### src/sv/rles_pkg.sv
package rles_pkg;

    localparam int MAX_BRIGHT_DEF   = 100;
    localparam int MIN_BRIGHT_DEF   = 0;
    localparam int STEP_DIVISOR_DEF = 20;
    localparam int CYCLE_COLORS_DEF = 8;

    localparam int CFG_IDX_W  = 2;
    localparam int CFG_DATA_W = 16;

    localparam logic [CFG_IDX_W-1:0] CFG_MODE   = 2'd0;
    localparam logic [CFG_IDX_W-1:0] CFG_COLOR  = 2'd1;
    localparam logic [CFG_IDX_W-1:0] CFG_PERIOD = 2'd2;

    localparam logic [2:0] MODE_IDLE    = 3'd0;
    localparam logic [2:0] MODE_SINGLE  = 3'd1;
    localparam logic [2:0] MODE_BLINK   = 3'd2;
    localparam logic [2:0] MODE_CYCLE   = 3'd3;
    localparam logic [2:0] MODE_BREATHE = 3'd4;

    localparam int COLOR_ROWS = 9;

    localparam logic [7:0] PCT_OFF  = 8'd0;
    localparam logic [7:0] PCT_LOW  = 8'd15;
    localparam logic [7:0] PCT_HALF = 8'd50;
    localparam logic [7:0] PCT_FULL = 8'd100;

    typedef logic [7:0] t_pct_row [0:2];

    localparam t_pct_row COLOR_PCT [0:COLOR_ROWS-1] = '{
        '{PCT_OFF,  PCT_OFF,  PCT_OFF},
        '{PCT_FULL, PCT_OFF,  PCT_OFF},
        '{PCT_FULL, PCT_LOW,  PCT_OFF},
        '{PCT_FULL, PCT_HALF, PCT_OFF},
        '{PCT_OFF,  PCT_FULL, PCT_OFF},
        '{PCT_OFF,  PCT_FULL, PCT_FULL},
        '{PCT_OFF,  PCT_OFF,  PCT_FULL},
        '{PCT_FULL, PCT_OFF,  PCT_FULL},
        '{PCT_FULL, PCT_FULL, PCT_FULL}
    };

    // floor(b * 15 / 100) as b * ceil(0.15 * 2^16) >> 16, exact for 8-bit b
    localparam logic [13:0] LOW_RECIP = 14'd9831;
    localparam int          LOW_SHIFT = 16;

    function automatic logic [7:0] scale_duty(input logic [7:0] pct, input logic [7:0] bright);
        logic [21:0] prod;
        logic [7:0]  duty;
        prod = bright * LOW_RECIP;
        unique case (pct)
            PCT_FULL: duty = bright;
            PCT_HALF: duty = bright >> 1;
            PCT_LOW:  duty = 8'(prod >> LOW_SHIFT);
            default:  duty = 8'd0;
        endcase
        return duty;
    endfunction

endpackage

### src/sv/rgb_light_effect_sequencer.sv
// Channel   Dir  Handshake                  Payload
// tick      in   i_valid / o_ready          i_tick_valid
// result    out  o_valid / i_ready          o_red_duty, o_green_duty, o_blue_duty, o_stepped
// config    in   i_cfg_valid / o_cfg_ready  i_cfg_index, i_cfg_data
//
// One beat per cycle unless stalled; a result is registered the cycle after its acceptance.
// Tick counting, effect step and duty scaling are one pass from the state registers.
// The divided period is formed on a period write by one reciprocal multiply.
// Synchronous active-low reset clears state and output valid, not the duty/step registers.
// A held result stalls the tick channel only when it is not taken in the same cycle.
module rgb_light_effect_sequencer #(
    parameter int MAX_BRIGHT   = rles_pkg::MAX_BRIGHT_DEF,
    parameter int MIN_BRIGHT   = rles_pkg::MIN_BRIGHT_DEF,
    parameter int STEP_DIVISOR = rles_pkg::STEP_DIVISOR_DEF,
    parameter int CYCLE_COLORS = rles_pkg::CYCLE_COLORS_DEF
) (
    input  logic                           i_clk,
    input  logic                           i_rst_n,
    input  logic                           i_valid,
    output logic                           o_ready,
    input  logic                           i_tick_valid,
    output logic                           o_valid,
    input  logic                           i_ready,
    output logic [7:0]                     o_red_duty,
    output logic [7:0]                     o_green_duty,
    output logic [7:0]                     o_blue_duty,
    output logic                           o_stepped,
    input  logic                           i_cfg_valid,
    output logic                           o_cfg_ready,
    input  logic [rles_pkg::CFG_IDX_W-1:0]  i_cfg_index,
    input  logic [rles_pkg::CFG_DATA_W-1:0] i_cfg_data
);
    import rles_pkg::*;

    localparam logic [7:0] MAX_B    = 8'(MAX_BRIGHT);
    localparam logic [7:0] MIN_B    = 8'(MIN_BRIGHT);
    localparam logic [7:0] DELTA    = 8'(MAX_BRIGHT / STEP_DIVISOR);
    localparam logic [8:0] MIN_PLUS = 9'(MIN_BRIGHT + MAX_BRIGHT / STEP_DIVISOR);
    localparam logic [3:0] N_COLORS = 4'(CYCLE_COLORS);

    localparam int          DIV_SH = 16 + $clog2(STEP_DIVISOR);
    localparam longint      DIV_MV = ((64'd1 << DIV_SH) + STEP_DIVISOR - 1) / STEP_DIVISOR;
    localparam logic [16:0] DIV_M  = 17'(DIV_MV);

    logic [2:0]  r_mode;
    logic [15:0] r_period;
    logic [15:0] r_period_div;
    logic [15:0] r_tick_count, n_tick_count;
    logic [7:0]  r_ramp, n_ramp;
    logic        r_rising, n_rising;
    logic        r_low_seen, n_low_seen;
    logic [3:0]  r_color, n_color;
    logic [7:0]  r_bright, n_bright;
    logic        r_out_valid;
    logic [7:0]  r_red, r_green, r_blue;
    logic        r_stepped, n_stepped;

    logic        in_accept;
    logic        cfg_accept;
    logic [32:0] div_prod;
    logic [16:0] tick_next;
    logic [15:0] eff_period;
    logic [8:0]  ramp_sum;
    t_pct_row    pct;

    function automatic logic [3:0] wrap_color(input logic [3:0] c);
        logic [3:0] v;
        v = c;
        for (int k = 0; k < 8; k++) begin
            if (v >= N_COLORS) begin
                v = v - N_COLORS;
            end
        end
        return v;
    endfunction

    assign o_ready     = !r_out_valid || i_ready;
    assign o_cfg_ready = 1'b1;
    assign in_accept   = i_valid && o_ready;
    assign cfg_accept  = i_cfg_valid && o_cfg_ready;

    assign o_valid      = r_out_valid;
    assign o_red_duty   = r_red;
    assign o_green_duty = r_green;
    assign o_blue_duty  = r_blue;
    assign o_stepped    = r_stepped;

    assign div_prod = i_cfg_data * DIV_M;

    always_comb begin
        n_tick_count = r_tick_count;
        n_ramp       = r_ramp;
        n_rising     = r_rising;
        n_low_seen   = r_low_seen;
        n_color      = r_color;
        n_bright     = r_bright;
        n_stepped    = 1'b0;
        ramp_sum     = '0;
        tick_next    = {1'b0, r_tick_count} + 17'd1;
        eff_period   = (r_mode == MODE_CYCLE || r_mode == MODE_BREATHE) ? r_period_div : r_period;

        if (i_tick_valid) begin
            if (tick_next >= {1'b0, eff_period}) begin
                n_tick_count = '0;
                n_stepped    = 1'b1;
                unique case (r_mode)
                    MODE_SINGLE: begin
                        n_bright = MAX_B;
                    end
                    MODE_BLINK: begin
                        n_rising = !r_rising;
                        n_ramp   = n_rising ? MAX_B : 8'd0;
                        n_bright = n_ramp;
                    end
                    MODE_CYCLE, MODE_BREATHE: begin
                        if ({1'b0, r_ramp} >= 9'(MAX_BRIGHT)) begin
                            n_rising = 1'b0;
                            n_ramp   = MAX_B;
                        end else if ({1'b0, r_ramp} <= 9'(MIN_BRIGHT)) begin
                            n_rising   = 1'b1;
                            n_ramp     = MIN_B;
                            n_low_seen = 1'b1;
                        end
                        if (n_rising) begin
                            ramp_sum = {1'b0, n_ramp} + {1'b0, DELTA};
                            n_ramp   = ramp_sum[8] ? 8'hFF : ramp_sum[7:0];
                        end else if ({1'b0, n_ramp} >= MIN_PLUS) begin
                            n_ramp = n_ramp - DELTA;
                        end else begin
                            n_ramp = MIN_B;
                        end
                        if (r_mode == MODE_CYCLE) begin
                            if (n_low_seen && n_rising) begin
                                n_low_seen = 1'b0;
                                n_color    = r_color + 4'd1;
                            end
                            n_color = wrap_color(n_color);
                            if (n_color == 4'd0) begin
                                n_color = 4'd1;
                            end
                        end
                        n_bright = n_ramp;
                    end
                    default: begin
                        n_color  = 4'd0;
                        n_bright = 8'd0;
                    end
                endcase
            end else begin
                n_tick_count = tick_next[15:0];
            end
        end

        if (n_color < 4'(COLOR_ROWS)) begin
            pct = COLOR_PCT[n_color];
        end else begin
            pct = '{PCT_OFF, PCT_OFF, PCT_OFF};
        end
    end

    always_ff @(posedge i_clk) begin
        if (!i_rst_n) begin
            r_mode       <= MODE_IDLE;
            r_period     <= '0;
            r_period_div <= '0;
            r_tick_count <= '0;
            r_ramp       <= '0;
            r_rising     <= 1'b0;
            r_low_seen   <= 1'b0;
            r_color      <= '0;
            r_bright     <= '0;
            r_out_valid  <= 1'b0;
        end else begin
            if (in_accept) begin
                r_tick_count <= n_tick_count;
                r_ramp       <= n_ramp;
                r_rising     <= n_rising;
                r_low_seen   <= n_low_seen;
                r_color      <= n_color;
                r_bright     <= n_bright;
                r_out_valid  <= 1'b1;
            end else if (i_ready) begin
                r_out_valid  <= 1'b0;
            end
            if (cfg_accept) begin
                unique case (i_cfg_index)
                    CFG_MODE: begin
                        r_mode <= i_cfg_data[2:0];
                    end
                    CFG_COLOR: begin
                        r_color <= i_cfg_data[3:0];
                    end
                    CFG_PERIOD: begin
                        r_period     <= i_cfg_data;
                        r_period_div <= 16'(div_prod >> DIV_SH);
                    end
                    default: begin
                    end
                endcase
            end
        end
    end

    always_ff @(posedge i_clk) begin
        if (in_accept) begin
            r_red     <= scale_duty(pct[0], n_bright);
            r_green   <= scale_duty(pct[1], n_bright);
            r_blue    <= scale_duty(pct[2], n_bright);
            r_stepped <= n_stepped;
        end
    end

    a_no_tick_no_step: assert property (@(posedge i_clk) disable iff (!i_rst_n)
        in_accept && !i_tick_valid |=> !o_stepped)
        else $error("step reported for a beat without a tick");

    a_step_restarts_count: assert property (@(posedge i_clk) disable iff (!i_rst_n)
        in_accept && i_tick_valid |=> (o_stepped == (r_tick_count == 16'd0)))
        else $error("tick counter disagrees with reported step");

    a_held_result_stalls: assert property (@(posedge i_clk) disable iff (!i_rst_n)
        o_valid && !i_ready |-> !o_ready)
        else $error("tick accepted while result held");

    a_accept_gives_result: assert property (@(posedge i_clk) disable iff (!i_rst_n)
        in_accept |=> o_valid)
        else $error("accepted beat produced no result");

endmodule

### config.mk
export PLATFORM = sky130hd
export DESIGN_NAME = rgb_light_effect_sequencer
export DESIGN_NICKNAME = d
export VERILOG_FILES = /design/src/sv/rles_pkg.sv /design/src/sv/rgb_light_effect_sequencer.sv
export SDC_FILE = /design/constraint.sdc
export NUM_CORES = 1
export LEC_CHECK = 0
export BUFFER_PORTS_ARGS = -buffer_cell sky130_fd_sc_hd__clkbuf_2
export CAP_MARGIN = 20
export CORE_UTILIZATION = 50
export DETAILED_ROUTE_END_ITERATION = 16
export GPL_TIMING_DRIVEN = 0
export PLACE_DENSITY = 0.76
export SLEW_MARGIN = 20
export SYNTH_ARGS = -nofsm -noshare
export SYNTH_HDL_FRONTEND = slang
export SYNTH_SLANG_ARGS = --single-unit
export TNS_END_PERCENT = 10
### constraint.sdc
create_clock -name i_clk -period 10.1 [get_ports i_clk]
set_clock_uncertainty 0.2 [all_clocks]
set_input_delay 1.515 -clock i_clk [delete_from_list [all_inputs] [get_ports i_clk]]
set_output_delay 1.515 -clock i_clk [all_outputs]
set_load 0.01 [all_outputs]
==> metrics <==
htree depth=3; hold depth=2; post-CTS sizing=0; post-route ant nets=0; Post-Synth Simple-Gate Area=0.1381; Core Region=21290 um2; Num Clock Sinks=95; worst path required time=10090 ps; final wirelength=25.67 mm; Setup violations, final=0; CTS buffer count=9; sequential share of power=0.185; Setup CP Type=reg -> reg; synthesized area per cell=9.176 um2; area leader, netlist=ha_1; Initial DRC Count=547; Final min period=9354 ps; Clk pin slew, worst setup/hold paths=70 ps; grt ovf=0; Hold Path Class=reg -> reg; RePlAce Congestion=0.8766; Slowest cell on crit path=mux2i_1; ys async rst share=0; CTS Hold Bufs=0; Root Driver=clkbuf_16; final hold vios=0; Place WS=582.6 ps; die area=22600 um2; ranking of synthesized cells by area=ha_1 23%, fa_1 18%, dfxtp_1 13%, edfxtp_1 6.8%, inv_1 6.4%; WL/cell=16.68 um; n_diodes=0; CTS tree=done; mux cell area share after synthesis=0.02127; YS warnings=0; Die X-Extent=150.3 um; static leakage=6.027 nW; Hold Crit Start=r_period_div[5]$_SDFFE_PN0P_; Detailed Routing Iterations Pass 1=5; Synth Cell Area=11000 um2; P_int=0.001291 W; FF-to-FF setup slack=750 ps; Synth Area in Compound Gates=0.1287; CP top delay family=adder cells; Cells after Synth=1199; max-cap viol count=0; global-route wire length before repair=43.01 mm; Worst EP arrival=9350 ps; DR vias/cell=5.550; hold endpoint=r_period_div[5]$_SDFFE_PN0P_; DRC viols=0; clock network fraction of total power=0.153; Post-Synth Adder-Cell Area=0.4157; count leader, synth=ha_1; setup ws final=746.4 ps; worst-margin pin slew=1019 ps; Port Buffers=49; # rows=53; Startpoint Class=register; synthesis-to-finish area growth=8.200%; most common flop cell mapped by yosys=dfxtp_1; Comb pwr share=0.662; Pwr Density=199.0 nW/um2; Post-synth EDFFs=25; number of synthesized register bits=95; HPWL Detailed=20.97 mm; unrepaired setup endpoints after global routing=no; worst-case clock buffer depth=2; Cell variety after synth=73; share of cells above drive strength 1=0.07358; Switching Share=0.4552; synth cell count leaders=203 x ha_1, 188 x inv_1, 111 x nand2_1; DR vias=8541; Worst R2R Path Depth=35; FILL cells=1893; sequential area share after synthesis=0.1956; Top Ports=52; Psw=0.001079 W; global-route usage over all layers=0.2459; most frequent CP cell=inv_1; effective utilization at floorplan=0.5168; CP Capture Type=register; height of the die=150.3 um; vias in the first global route=8784; Worst R2R Start=r_mode[0]$_SDFFE_PN0P_; Fmax=106.9 MHz; Max Fanout on Critical Path=10; R2R Path End=o_green_duty[4]$_DFFE_PP_; total negative slack=0 ps; fin. max-slew vios=0; Post-CTS Setup Repair Bufs=0; post-route clock period utilization=0.9261; initial antenna violation count=0; syn nets=1527; Skew-Pair Late Insertion Delay=360 ps; Buf/Inv on CP=10; final net count=1587; worst rel slew slack=0.3012; max incr delay on CP=540 ps; status=finished, final reports clean; maximum number of pins on one net before global-route repair=35; Worst VDD drop=0.2620 mV; Synth top area share=0.2309; xor/xnor share of the synthesized area=0.02309; largest family of logic cells by synthesized area=adder cells
==> metal layers <==
metal	wire length [um]	vias to the layer above	GRT usage
li1	-	4188	-
met4	571	0	0.07778
met3	1317	46	0.03333
met1	11520	4068	0.3190
met5	0	-	0
met2	12260	239	0.4219
==> final cells by class <==
type / count / area [um2] / share of cell area
multi-input cells: 879 / 8006 / 0.6726
inverters: 190 / 713.2 / 0.05991
clock buffers: 10 / 229.0 / 0.01923
plain buffers: 35 / 138.9 / 0.01167
clock inverters: 6 / 75.07 / 0.006307
flip-flops and latches: 95 / 2152 / 0.1808
repair buffers: 49 / 245.2 / 0.02060
well taps: 275 / 344.1 / 0.02890
==> state kept, by name, indices dropped and copies added (netlist names) <==
signal        cells
o_blue_duty       8
o_green_duty      8
o_red_duty        8
o_stepped         1
o_valid           1
r_bright          8
r_color           4
r_low_seen        1
r_mode            3
r_period         16
r_period_div     12
r_ramp            8
r_rising          1
r_tick_count     16
==> worst reg2reg max path: cells and delay by family (launching register included) <==
kind / cells / cell delay (ps)
compound gates: 10 / 2340
xor+xnor: 1 / 100
fa+ha+maj: 7 / 2680
buf+inv: 10 / 1770
flops: 1 / 310
mux: 3 / 1110
simple gates: 4 / 680
==> worst max-delay path by stage <==
stage / from / cells after the start / slack, ps / endpoint
final: r_mode[0]$_SDFFE_PN0P_ / 35 / 750 / o_green_duty[4]$_DFFE_PP_
after global routing: r_tick_count[2]$_SDFFE_PN0P_ / 37 / 60 / o_green_duty[4]$_DFFE_PP_
after CTS: r_mode[0]$_SDFFE_PN0P_ / 35 / 530 / o_green_duty[4]$_DFFE_PP_
after detailed placement: r_mode[0]$_SDFFE_PN0P_ / 35 / 580 / o_green_duty[4]$_DFFE_PP_
after global placement: r_mode[0]$_SDFFE_PN0P_ / 35 / 770 / o_green_duty[4]$_DFFE_PP_
after floorplan: r_mode[0]$_SDFFE_PN0P_ / 35 / 1990 / o_green_duty[4]$_DFFE_PP_
==> cells by family after synthesis <==
kind of cell / Yosys count
DFF: 95
other: 1
adders and majority gates: 305
and+or+nand+nor: 313
xor gates and xnor gates: 29
muxes: 23
buffers and inverters: 225
AOI/OAI and AO/OA: 208
==> cells in the final DEF, fill, tap and decap left out, types with 6 or more instances in the layout <==
master	synthesis	routed
xor2_1	14	14
nand4_1	9	9
o211a_1	8	8
o21ai_0	57	57
nand3_1	26	26
nor3_1	17	17
o21a_1	8	8
xnor2_1	15	15
a21o_1	9	9
a21oi_1	34	34
nor2_1	66	66
fa_1	101	101
a211oi_1	7	7
clkbuf_1	32	31
ha_1	203	203
nor2b_1	13	13
and3_1	12	12
nand3b_1	6	6
nand2_1	111	111
clkbuf_16	0	9
clkbuf_2	0	51
edfxtp_1	25	25
mux2i_1	20	20
o22ai_1	9	8
inv_1	188	188
and2_1	23	23
a21boi_0	24	24
dfxtp_1	70	70
==> power by group through the flow <==
stage	Clock [W]	Sequential, W	Combinational (W)
2_1_floorplan	0	0.000446	0.00118
5_1_grt	0.000381	0.000442	0.00181
4_1_cts	0.000365	0.000438	0.00157
6_report	0.000362	0.000438	0.00157
3_3_place_gp	0	0.000445	0.00151
3_5_place_dp	0	0.000446	0.00155
==> per-stage QoR <==
| stage | power (W) | cell area [um2] | cells | utilization | hold WS, ps |
|---|---|---|---|---|---|
| 3_3_place_gp | 0.001951 | 11590 | 1523 | 0.5445 | 241.8 |
| 3_5_place_dp | 0.001999 | 11590 | 1523 | 0.5446 | 251.7 |
| 6_report | 0.002369 | 11900 | 1539 | 0.5592 | 264.0 |
| 4_1_cts | 0.002376 | 11900 | 1539 | 0.5589 | 262.9 |
| 5_1_grt | 0.002637 | 11900 | 1539 | 0.5592 | 286.0 |
| 2_1_floorplan | 0.001626 | 11000 | 1199 | - | 233.3 |
Note: power is estimated with default switching activity, not from simulation.
